## src/sv/sha1_pkg.sv

```systemverilog
// ----------------------------------------------------------------------------
// sha1_pkg
// shared types and constants of the sha-1 hash engine
// ----------------------------------------------------------------------------
`default_nettype none

package sha1_pkg;

   // one 512-bit message block, word 0 first (big-endian words)
   typedef logic [15:0][31:0] sha1_block_type;

   // five-word chaining value, word 0 is the most significant digest word
   typedef logic [4:0][31:0] sha1_chain_type;

   // control from the sequencer to the round unit
   typedef struct packed {
      logic start;   // load block and chaining value, run 80 rounds
      logic init;    // return chaining value to the initial vector
   } sha1_ctrl_type;

   localparam logic [31:0] IV_0 = 32'h67452301;
   localparam logic [31:0] IV_1 = 32'hEFCDAB89;
   localparam logic [31:0] IV_2 = 32'h98BADCFE;
   localparam logic [31:0] IV_3 = 32'h10325476;
   localparam logic [31:0] IV_4 = 32'hC3D2E1F0;

   localparam sha1_chain_type INIT_VECTOR = {IV_4, IV_3, IV_2, IV_1, IV_0};

   localparam logic [31:0] K_0 = 32'h5A827999;
   localparam logic [31:0] K_1 = 32'h6ED9EBA1;
   localparam logic [31:0] K_2 = 32'h8F1BBCDC;
   localparam logic [31:0] K_3 = 32'hCA62C1D6;

   localparam logic [7:0] PAD_BYTE = 8'h80;

   localparam int unsigned ROUNDS = 80;
   localparam logic [6:0] LAST_ROUND = 7'(ROUNDS - 1);

   // bytes per block that may hold data before the length words
   localparam logic [5:0] LEN_START = 6'd56;

   localparam logic [5:0] BLOCK_LAST_BYTE = 6'd63;

   // index of the last digest word of a message
   localparam logic [2:0] LAST_WORD = 3'd4;

endpackage

`default_nettype wire

```

## src/sv/sha1_core.sv

```systemverilog
// ----------------------------------------------------------------------------
// sha1_core
// one round per cycle compression unit with chaining value and schedule
// ----------------------------------------------------------------------------
`default_nettype none

module sha1_core (
   input  wire logic                    clock,
   input  wire logic                    reset,
   input  wire sha1_pkg::sha1_ctrl_type ctrl,
   input  wire sha1_pkg::sha1_block_type blk,
   output logic                         done,
   output sha1_pkg::sha1_chain_type     chain
);

   sha1_pkg::sha1_chain_type chain_ff, chain_in;
   sha1_pkg::sha1_block_type w_ff, w_in;
   logic [31:0] a_ff, b_ff, c_ff, d_ff, e_ff;
   logic [31:0] a_in, b_in, c_in, d_in, e_in;
   logic [6:0]  rnd_ff, rnd_in;
   logic        run_ff, run_in;
   logic        add_ff, add_in;

   logic [31:0] f_val;
   logic [31:0] k_val;
   logic [31:0] t_val;
   logic [31:0] w_mix;

   // round function and constant by round group
   always_comb begin
      if (rnd_ff < 7'd20) begin
         f_val = d_ff ^ (b_ff & (c_ff ^ d_ff));
         k_val = sha1_pkg::K_0;
      end else if (rnd_ff < 7'd40) begin
         f_val = b_ff ^ c_ff ^ d_ff;
         k_val = sha1_pkg::K_1;
      end else if (rnd_ff < 7'd60) begin
         f_val = (b_ff & c_ff) | (d_ff & (b_ff | c_ff));
         k_val = sha1_pkg::K_2;
      end else begin
         f_val = b_ff ^ c_ff ^ d_ff;
         k_val = sha1_pkg::K_3;
      end
   end

   assign t_val = {a_ff[26:0], a_ff[31:27]} + f_val + e_ff + k_val + w_ff[0];

   // schedule window holds w[r] .. w[r+15]
   assign w_mix = w_ff[13] ^ w_ff[8] ^ w_ff[2] ^ w_ff[0];

   always_comb begin
      chain_in = chain_ff;
      w_in     = w_ff;
      a_in     = a_ff;
      b_in     = b_ff;
      c_in     = c_ff;
      d_in     = d_ff;
      e_in     = e_ff;
      rnd_in   = rnd_ff;
      run_in   = run_ff;
      add_in   = 1'b0;

      if (ctrl.start) begin
         w_in   = blk;
         a_in   = chain_ff[0];
         b_in   = chain_ff[1];
         c_in   = chain_ff[2];
         d_in   = chain_ff[3];
         e_in   = chain_ff[4];
         rnd_in = '0;
         run_in = 1'b1;
      end else if (run_ff) begin
         a_in      = t_val;
         b_in      = a_ff;
         c_in      = {b_ff[1:0], b_ff[31:2]};
         d_in      = c_ff;
         e_in      = d_ff;
         w_in[14:0] = w_ff[15:1];
         w_in[15]   = {w_mix[30:0], w_mix[31]};
         rnd_in    = rnd_ff + 7'd1;
         if (rnd_ff == sha1_pkg::LAST_ROUND) begin
            run_in = 1'b0;
            add_in = 1'b1;
         end
      end

      // fold working variables into the chaining value
      if (add_ff) begin
         chain_in[0] = chain_ff[0] + a_ff;
         chain_in[1] = chain_ff[1] + b_ff;
         chain_in[2] = chain_ff[2] + c_ff;
         chain_in[3] = chain_ff[3] + d_ff;
         chain_in[4] = chain_ff[4] + e_ff;
      end

      if (ctrl.init) begin
         chain_in = sha1_pkg::INIT_VECTOR;
      end
   end

   always_ff @(posedge clock) begin
      if (reset) begin
         chain_ff <= sha1_pkg::INIT_VECTOR;
         run_ff   <= 1'b0;
         add_ff   <= 1'b0;
         rnd_ff   <= '0;
      end else begin
         chain_ff <= chain_in;
         run_ff   <= run_in;
         add_ff   <= add_in;
         rnd_ff   <= rnd_in;
      end
   end

   always_ff @(posedge clock) begin
      w_ff <= w_in;
      a_ff <= a_in;
      b_ff <= b_in;
      c_ff <= c_in;
      d_ff <= d_in;
      e_ff <= e_in;
   end

   assign done  = add_ff;
   assign chain = chain_ff;

endmodule

`default_nettype wire

```

## src/sv/sha1_hash_engine.sv

```systemverilog
// a byte that does not close a block leaves the request side ready; a byte that closes a
//   block then holds the request side through load, 80 rounds and fold
// a last request holds it through pad, load, 80 rounds, fold and done, and through a
//   second block when one is needed; words follow in the cycle after done, one per
//   cycle while rsp_tready is high; no new byte is taken while a block is compressed
// reset: synchronous, active high; chaining value returns to the initial vector
// ----------------------------------------------------------------------------
// sha1_hash_engine
// streaming sha-1 hasher: byte packing, padding, length and digest output
// ----------------------------------------------------------------------------
`default_nettype none

module sha1_hash_engine (
   input  wire logic        clock,
   input  wire logic        reset,
   // request channel
   input  wire logic        req_tvalid,
   output logic             req_tready,
   input  wire logic [7:0]  req_tdata,   // [7:0] data_byte
   input  wire logic        req_tuser,   // [0] has_byte
   input  wire logic        req_tlast,   // last request of the message
   // digest channel
   output logic             rsp_tvalid,
   input  wire logic        rsp_tready,
   output logic [31:0]      rsp_tdata,   // [31:0] digest_word
   output logic [2:0]       rsp_tuser,   // [2:0] word_index
   output logic             rsp_tlast    // final_word
);

   // sequencer states
   localparam logic [2:0] ST_IDLE = 3'd0;   // taking requests
   localparam logic [2:0] ST_PAD  = 3'd1;   // build the padded block
   localparam logic [2:0] ST_LOAD = 3'd2;   // hand block to the round unit
   localparam logic [2:0] ST_RUN  = 3'd3;   // rounds in progress
   localparam logic [2:0] ST_DONE = 3'd4;   // move digest to the output buffer

   // what the block in flight is
   localparam logic [1:0] KIND_DATA  = 2'd0;   // full block of message bytes
   localparam logic [1:0] KIND_PADX  = 2'd1;   // padded, length follows in next block
   localparam logic [1:0] KIND_FINAL = 2'd2;   // carries the length

   logic [2:0]  state_ff, state_in;
   logic [1:0]  kind_ff, kind_in;
   logic        last_ff, last_in;
   logic [5:0]  fill_ff, fill_in;
   logic [60:0] count_ff, count_in;
   sha1_pkg::sha1_block_type msg_ff, msg_in;

   // output buffer, shifts one word per response
   sha1_pkg::sha1_chain_type dig_ff, dig_in;
   logic [2:0]  idx_ff, idx_in;
   logic        busy_ff, busy_in;

   sha1_pkg::sha1_ctrl_type  core_ctrl;
   sha1_pkg::sha1_chain_type core_chain;
   logic                     core_done;

   logic                     req_accept;
   logic                     rsp_accept;
   logic [63:0]              bit_len;
   logic [4:0]               lane_sh;
   sha1_pkg::sha1_block_type pad_blk;
   sha1_pkg::sha1_block_type len_blk;

   assign req_accept = req_tvalid & req_tready;
   assign rsp_accept = rsp_tvalid & rsp_tready;
   assign req_tready = (state_ff == ST_IDLE);

   // message length in bits, wraps modulo 2^64
   assign bit_len = {count_ff, 3'b000};

   // big-endian byte lane of the next byte inside its word
   assign lane_sh = {~fill_ff[1:0], 3'b000};

   // held bytes, then 0x80, then zeros
   always_comb begin
      for (int p = 0; p < 64; p++) begin
         if (6'(p) < fill_ff) begin
            pad_blk[p >> 2][(8 * (3 - (p & 3))) +: 8] = msg_ff[p >> 2][(8 * (3 - (p & 3))) +: 8];
         end else if (6'(p) == fill_ff) begin
            pad_blk[p >> 2][(8 * (3 - (p & 3))) +: 8] = sha1_pkg::PAD_BYTE;
         end else begin
            pad_blk[p >> 2][(8 * (3 - (p & 3))) +: 8] = 8'h00;
         end
      end
   end

   // extra block of zeros with the length
   always_comb begin
      len_blk     = '0;
      len_blk[14] = bit_len[63:32];
      len_blk[15] = bit_len[31:0];
   end

   // main sequencer
   always_comb begin
      state_in  = state_ff;
      kind_in   = kind_ff;
      last_in   = last_ff;
      fill_in   = fill_ff;
      count_in  = count_ff;
      msg_in    = msg_ff;
      core_ctrl = '0;

      case (state_ff)
         ST_IDLE: begin
            if (req_accept) begin
               last_in = req_tlast;
               if (req_tuser) begin
                  msg_in[fill_ff[5:2]][lane_sh +: 8] = req_tdata;
                  fill_in  = fill_ff + 6'd1;
                  count_in = count_ff + 61'd1;
               end
               if (req_tuser && (fill_ff == sha1_pkg::BLOCK_LAST_BYTE)) begin
                  // block full: compress before anything else
                  kind_in  = KIND_DATA;
                  state_in = ST_LOAD;
               end else if (req_tlast) begin
                  state_in = ST_PAD;
               end
            end
         end
         ST_PAD: begin
            msg_in = pad_blk;
            if (fill_ff >= sha1_pkg::LEN_START) begin
               // no room for the length words
               kind_in = KIND_PADX;
            end else begin
               msg_in[14] = bit_len[63:32];
               msg_in[15] = bit_len[31:0];
               kind_in    = KIND_FINAL;
            end
            state_in = ST_LOAD;
         end
         ST_LOAD: begin
            core_ctrl.start = 1'b1;
            state_in        = ST_RUN;
         end
         ST_RUN: begin
            if (core_done) begin
               case (kind_ff)
                  KIND_DATA: begin
                     state_in = last_ff ? ST_PAD : ST_IDLE;
                  end
                  KIND_PADX: begin
                     msg_in   = len_blk;
                     kind_in  = KIND_FINAL;
                     state_in = ST_LOAD;
                  end
                  KIND_FINAL: begin
                     state_in = ST_DONE;
                  end
                  default: begin
                     state_in = ST_IDLE;
                  end
               endcase
            end
         end
         ST_DONE: begin
            // wait until the previous digest has drained
            if (!busy_ff) begin
               core_ctrl.init = 1'b1;
               fill_in        = '0;
               count_in       = '0;
               last_in        = 1'b0;
               state_in       = ST_IDLE;
            end
         end
         default: begin
            state_in = ST_IDLE;
         end
      endcase
   end

   // digest output buffer
   always_comb begin
      dig_in  = dig_ff;
      idx_in  = idx_ff;
      busy_in = busy_ff;
      if (rsp_accept) begin
         dig_in[3:0] = dig_ff[4:1];
         dig_in[4]   = '0;
         idx_in      = idx_ff + 3'd1;
         if (idx_ff == sha1_pkg::LAST_WORD) begin
            busy_in = 1'b0;
         end
      end
      if ((state_ff == ST_DONE) && !busy_ff) begin
         dig_in  = core_chain;
         idx_in  = '0;
         busy_in = 1'b1;
      end
   end

   always_ff @(posedge clock) begin
      if (reset) begin
         state_ff <= ST_IDLE;
         kind_ff  <= KIND_DATA;
         last_ff  <= 1'b0;
         fill_ff  <= '0;
         count_ff <= '0;
         idx_ff   <= '0;
         busy_ff  <= 1'b0;
         msg_ff   <= '0;
      end else begin
         state_ff <= state_in;
         kind_ff  <= kind_in;
         last_ff  <= last_in;
         fill_ff  <= fill_in;
         count_ff <= count_in;
         idx_ff   <= idx_in;
         busy_ff  <= busy_in;
         msg_ff   <= msg_in;
      end
   end

   always_ff @(posedge clock) begin
      dig_ff <= dig_in;
   end

   sha1_core u_core (
      .clock (clock),
      .reset (reset),
      .ctrl  (core_ctrl),
      .blk   (msg_ff),
      .done  (core_done),
      .chain (core_chain)
   );

   assign rsp_tvalid = busy_ff;
   assign rsp_tdata  = dig_ff[0];
   assign rsp_tuser  = idx_ff;
   assign rsp_tlast  = (idx_ff == sha1_pkg::LAST_WORD);

endmodule

`default_nettype wire

```

## config.mk

```make
export PLATFORM = sky130hd
export DESIGN_NAME = sha1_hash_engine
export DESIGN_NICKNAME = d
export VERILOG_FILES = /design/src/sv/sha1_pkg.sv /design/src/sv/sha1_core.sv /design/src/sv/sha1_hash_engine.sv
export SDC_FILE = /design/constraint.sdc
export NUM_CORES = 2
export LEC_CHECK = 0
export BUFFER_PORTS_ARGS = -buffer_cell sky130_fd_sc_hd__buf_2
export CORE_MARGIN = 2
export CORE_UTILIZATION = 57
export CTS_CLUSTER_DIAMETER = 60
export DETAILED_ROUTE_END_ITERATION = 8
export GPL_TIMING_DRIVEN = 0
export PLACE_DENSITY = 0.73
export REMOVE_ABC_BUFFERS = 1
export SLEW_MARGIN = 0
export SYNTH_ARGS = -nofsm -noshare
export SYNTH_HDL_FRONTEND = slang
export SYNTH_SLANG_ARGS = --single-unit
```

## constraint.sdc

```tcl
create_clock -name clock -period 23.2 [get_ports clock]
set_input_delay 1.16 -clock clock [delete_from_list [all_inputs] [get_ports clock]]
set_output_delay 1.16 -clock clock [all_outputs]
set_load 0.05 [all_outputs]
```

* Word level (Yosys, flattened, before mapping)
Index checks and enable logic that the tools add are counted.
W data, S select, Z words.
** Word-level totals
- Input bits :: 14
- Word-level logic and storage cells :: 627
- Register bits :: 1590
** Cells by class
- Reduce and logical (&&, ||, !) cells :: 85
- Muxes and demuxes :: 192
- Bitwise logic cells :: 16
- Eq/ne operators :: 143
- Add/sub/neg operators :: 14
- Shift-type cells :: 2
- $lt $le $gt $ge :: 70
** Operator list (count)
- $mux W512 :: 6
- $pmux W512 S3 :: 1
- $mux W8 :: 128
- $bwmux W512 :: 1
- $mux W32 :: 16
- $reduce_and A6 Y1 :: 64
- $mux W160 :: 2
- $add A32 B32 Y32 :: 9
- $xor A32 B32 Y32 :: 7
- $eq A6 B6 Y1 const A :: 32
- $lt A6 B6 Y1 const A :: 32
- $mux W61 :: 3
- $demux W32 S4 :: 1
- $pmux W61 S2 :: 1
- $ne A2 B2 Y1 const B :: 58
- $and A32 B32 Y32 :: 3
- $eq A5 B6 Y1 const A :: 16
- $lt A5 B6 Y1 const A :: 16
- $mux W64 :: 1
- $or A32 B32 Y32 :: 2
- $add A61 B1 Y61 const B :: 1
- $eq A4 B6 Y1 const A :: 8
- $lt A4 B6 Y1 const A :: 8
- $shift A8 B7 Y32 const A :: 1
- 52 further kinds :: 105

* Longest topological paths before layout
- Word-level depth :: 12
- Mapped depth :: 26

* By module
Synthesis repeated with hierarchy kept, for this count alone.
** Unflattened totals
- Cells, all modules :: 7091
- Area, all modules :: 78201.3 um^2
** Modules (own cells, without submodules)
- sha1_core :: cells each 3892, times used 1, area each 47317.9 um^2, seq. area each 23562.6 um^2
- sha1_hash_engine :: cells each 3199, times used 1, area each 30883.4 um^2, seq. area each 16595.9 um^2

* Worst setup path before layout
OpenSTA, ideal clock, no wires.
- Path type :: reg-to-reg
- Start :: reg u_core.run_ff
- End :: reg u_core.a_ff[0], enable pin
- Setup time :: 1.164 ns
- Buffers on the path :: 1
- Required time :: 22.036 ns
- Path slack :: 5.478 ns
- Period minus slack after synthesis :: 17.722 ns
- Cell stages (with the launch flop) :: 3
- Arrival :: 16.558 ns
- Cell sequence :: dfxtp_1 > clkbuf_1 > nand2b_1
** On the way
- Longest elaborated chain between the ends :: 1
** RTL lines
- from (decl) :: RTL line sha1_core.sv:21 : logic run_ff, run_in;
- from (signal assigned) :: RTL line sha1_core.sv:109 : run_ff <= run_in;
- $reduce_bool A2 Y1 (no line)
- to (signal assigned) :: RTL line sha1_core.sv:117 : a_ff <= a_in;
- to (decl) :: RTL line sha1_core.sv:18 : logic [31:0] a_ff, b_ff, c_ff, d_ff, e_ff;
Every way passes these cells.
A chain may end at the register's enable or synchronous reset.

* Worst setup path after layout
- Start :: reg u_core.rnd_ff[4]
- End :: reg u_core.a_ff[26] (data pin)
** On the way
- Longest elaborated chain between the ends :: 10
- Elaborated cells on any way between the ends :: 15
- Classes of those cells :: add/sub: 4; order compare: 3; mux: 8
** RTL lines
- from (decl) :: RTL line sha1_core.sv:20 : logic [6:0] rnd_ff, rnd_in;
- from (signal assigned) :: RTL line sha1_core.sv:111 : rnd_ff <= rnd_in;
- $lt A7 B6 Y1 :: RTL line sha1_core.sv:37 : end else if (rnd_ff < 7'd60) begin
- $mux W32 :: RTL line sha1_core.sv:37
- $mux W32 :: RTL line sha1_core.sv:34 : end else if (rnd_ff < 7'd40) begin
- $mux W32 :: RTL line sha1_core.sv:31 : if (rnd_ff < 7'd20) begin
- $add A32 B32 Y32 (2 in series) :: RTL line sha1_core.sv:46 : assign t_val = {a_ff[26:0], a_ff[31:27]} + f_val + e_ff + k_val + w_ff[0];
- $add A32 B32 Y32 (*) (2 in series) :: RTL line sha1_core.sv:46
- $mux W32 (*) :: RTL line sha1_core.sv:72 : end else if (run_ff) begin
- $mux W32 (*) :: RTL line sha1_core.sv:63 : if (ctrl.start) begin
- net u_core.a_in[26] :: RTL line sha1_core.sv:19 : logic [31:0] a_in, b_in, c_in, d_in, e_in;
Mark *: on every way through the listed nets, which the timed path passes. The rest lies on a longest branch. The select of a mux whose other input is x is not followed.

==> results.py <==
metrics = {
    "timing": {
        "fin_crit_ps": 8280,
        "finalCritPeriodShare": 0.357,
        "rsz0062_at_grt": "no",
        "fin_tns_setup_ps": 0,
        "max_freq_mhz": 121,
        "setup_viol": 0,
        "worstMarginPinSlew_ps": 1460,
        "max_slew_margin": 0.0257,
        "slew_viol_final": 0,
        "hold_violations": 0,
        "fin_skew_ps": 34.2,
    },
    "route": {
        "drc": 0,
        "wl_per_cell_um": 23.1,
        "avgViaCountPerCell": 6.15,
        "dr.pass1.iters": 7,
        "drt_iter0_markers": 7404,
        "ant_nets": 0,
        "dr_total_vias": 61326,
        "drt-total-wl_mm": 231,
    },
    "global_routing": {
        "grt_pass1_vias": 59160,
        "grtUsageTotal": 0.324,
        "global_route.overflow_total": 0,
        "antenna_found_initial": 8,
        "grt_pass1_wl_mm": 352,
        "grt_max_degree": 130,
    },
    "cts": {
        "clk_latency_ps": 820,
        "cts_sinks": 1590,
        "clock-root-buffer": "clkbuf_16",
        "htreeDepth": 4,
        "clk_pin_slew_ps": 60,
        "cts_tree": "yes",
        "ctsHoldBuffers": 0,
        "cts_resized": 0,
        "cts_made_buffers": 167,
        "post_cts_buffers": 0,
        "cts_buffer_depth": 3,
    },
    "logic_synthesis": {
        "yosysTopAreaCell": "edfxtp_1",
        "ys_ff_latch": 1590,
        "ys_types": 104,
        "async_flop_share": 0,
        "synth_cells": 8246,
        "synth.top_cells.by_count": "2171 x nand2_1, 917 x nor2_1, 832 x edfxtp_1, 758 x dfxtp_1, 376 x clkbuf_1",
        "synth-edff-count": 832,
        "avgSynthCellArea_sq_um": 9.46,
        "synth.most_common_cell": "nand2_1",
        "yosysSeqAreaShare": 0.515,
        "synth_flop_cell": "edfxtp_1",
        "synth_top_area_frac": 0.320,
        "synth_area_leaders": "edfxtp_1 32%, dfxtp_1 19%, nand2_1 10%, nor2_1 4.4%, a22oi_1 3.5%",
        "synth_area_sq_um": 78000,
        "yosys_warnings": 0,
    },
    "worst_setup_path": {
        "cp.required_ps": 23860,
        "worstPathCellList": "a41oi_1, inv_1, nor2_1, clkinv_2, nand2_2, buf_12, o221ai_1, fa_1, inv_1, fa_1, inv_1, fa_1, inv_1, ha_1, o21ai_0, o211ai_1, nand3_1, a21oi_1, a21oi_1, o21ai_0, a21oi_1, o21ai_0, nand2_1, a21oi_1",
        "rrSetupSlack_ps": 14920,
        "crit_slowest_cell": "clkinv_2",
        "reg2reg_depth": 24,
        "crit-reg2reg-launch": "u_core.rnd_ff[4]$_SDFFE_PP0P_",
        "critPathArrivalTime_ps": 8940,
        "worst-setup-path-type": "reg -> reg",
        "cp-start-kind": "register",
        "cpPeakStageDelay_ps": 790,
        "endpoint_kind": "register",
        "cp_max_fo": 35,
        "r2r_end": "u_core.a_ff[26]$_DFFE_PP_",
    },
    "flow_run": {
        "maxCapViolations": 0,
    },
    "finish": {
        "final_util": 0.632,
        "drive_gt1_frac": 0.0742,
        "fin_nets": 8388,
        "area_delta_synth_final_pct": 9.91,
    },
    "pwr": {
        "leakage_nw": 33.1,
        "power_density_nw_per_um2": 137,
        "max-vdd-ir-drop_uv": 112,
    },
    "floorplanning": {
        "io_pins": 52,
        "core_area_sq_um": 136000,
        "rows": 135,
        "initial_utilization": 0.575,
        "fp.dieH_um": 374,
        "die_w_um": 374,
        "die-area_sq_um": 140000,
    },
    "min_path": {
        "hold_depth": 2,
        "whs_endpoint": "msg_ff[382]$_SDFFE_PP0P_",
        "min_from": "msg_ff[382]$_SDFFE_PP0P_",
        "hold_class": "reg -> reg",
    },
    "place": {
        "io_buffer_count": 51,
        "place_congestion": 0.980,
        "place_hpwl_mm": 156,
    },
    "outcome": {
        "status": "completed",
    },
}
[layout by cell type (no fill, tap or decap), types with 18 or more instances in the layout]
cell type,Yosys,final
xnor2_1,202,202
o22ai_1,18,18
o221a_2,23,23
a21o_1,72,71
mux2_2,129,129
a21oi_1,301,301
nor3_1,92,89
nand3_1,89,89
o21ai_1,32,33
a211oi_1,85,85
nand2b_1,40,38
buf_16,0,37
o221ai_1,22,22
nor2b_1,38,37
o21a_1,29,29
a32oi_1,60,60
nand2_1,2171,2168
inv_1,220,219
a31oi_1,38,38
nand4_1,40,40
fa_1,124,124
clkbuf_1,376,57
o211ai_1,24,24
clkbuf_16,0,167
xor2_1,101,101
a22oi_1,362,362
and2_1,79,78
or3_1,33,33
o21bai_1,23,23
edfxtp_1,832,832
buf_2,41,50
ha_1,202,202
clkinv_2,0,25
nor2_1,917,910
dfxtp_1,758,757
mux2i_1,99,99
and3_1,64,64
clkbuf_8,0,20
o21ai_0,236,234
buf_12,0,24
[layer usage]
| layer | track usage | wire [um] | part of all wire | vias to the layer above |
|---|---|---|---|---|
| li1 | - | - | - | 28122 |
| met1 | 0.432 | 92200 | 0.40 | 29685 |
| met2 | 0.512 | 105000 | 0.46 | 2899 |
| met3 | 0.0524 | 19900 | 0.086 | 614 |
| met4 | 0.169 | 13100 | 0.057 | 6 |
| met5 | 0 | 47 | 0.00020 | - |
[flip-flops by register name, indices dropped and copies added, names as in the netlist, named ones only]
register	flops
u_core.e_ff	32
u_core.b_ff	32
kind_ff	2
fill_ff	6
u_core.done	1
u_core.rnd_ff	7
last_ff	1
state_ff	3
u_core.c_ff	32
rsp_tvalid	1
u_core.chain	160
dig_ff	128
rsp_tdata	32
rsp_tuser	3
u_core.run_ff	1
u_core.d_ff	32
u_core.a_ff	32
count_ff	61
msg_ff	395
u_core.w_ff	512
[metrics by stage]
stage                     cells  hold slack (ps)  power, mW  setup slack, ps  instance area (sq um)
final                      9978              454       11.7            14920                  85700
after global routing       9975              474       12.4            14530                  85700
after CTS                  9975              453       11.7            14940                  85700
after detailed placement   9660              445       8.95            15000                  80200
after global placement     9592              439       9.80           -84740                  78500
after floorplan            7760              426       8.07           -26530                  76000
[cells by family after synthesis]
kind of cell    Yosys count  share of synthesized area
compound gates         1447                      0.127
buf+inv                 708                     0.0364
flops                  1590                      0.515
mux                     228                     0.0313
xor+xnor                303                     0.0340
fa+ha+maj               326                     0.0643
simple gates           3644                      0.192
[critical path: cells and delay by family, from the launching register on]
| family | cells | cell delay, ps |
|---|---|---|
| flops | 1 | 400 |
| fa+ha+maj | 4 | 1880 |
| compound gates | 10 | 2830 |
| buf+inv | 6 | 1540 |
| simple gates | 4 | 1400 |
[area by class of cell]
cell class                 instances  area [sq um]
antenna                            3          7.51
clock buffer                     244          4670
clock inverter                    71           851
fill                           10866         49900
inverter                         222           840
multi-input combinational       5948         35100
sequential                      1590         40200
tap                             1781          2230
timing repair buffer             119          1840
[worst max-delay path by stage]
stage                                              from                         end  slack [ps]  cells after the start
after global placement         state_ff[2]$_SDFFE_PP0P_  u_core.w_ff[339]$_DFFE_PP_      -84740                      3
final                     u_core.rnd_ff[4]$_SDFFE_PP0P_   u_core.a_ff[26]$_DFFE_PP_       14920                     24
after floorplan                state_ff[2]$_SDFFE_PP0P_    u_core.a_ff[0]$_DFFE_PP_      -26530                      3
after global routing      u_core.rnd_ff[4]$_SDFFE_PP0P_   u_core.a_ff[30]$_DFFE_PP_       14530                     23
after CTS                 u_core.rnd_ff[4]$_SDFFE_PP0P_   u_core.a_ff[30]$_DFFE_PP_       14940                     23
after detailed placement  u_core.rnd_ff[4]$_SDFFE_PP0P_   u_core.a_ff[30]$_DFFE_PP_       15000                     23
[power breakdown]
group	total [mW]	switching, mW	internal (mW)
sequential	4.15	0.332	3.82
combinational	4.86	3.06	1.79
clock	2.71	1.17	1.54
total	11.7	4.57	7.15
Note: power is estimated with default switching activity, not from simulation.
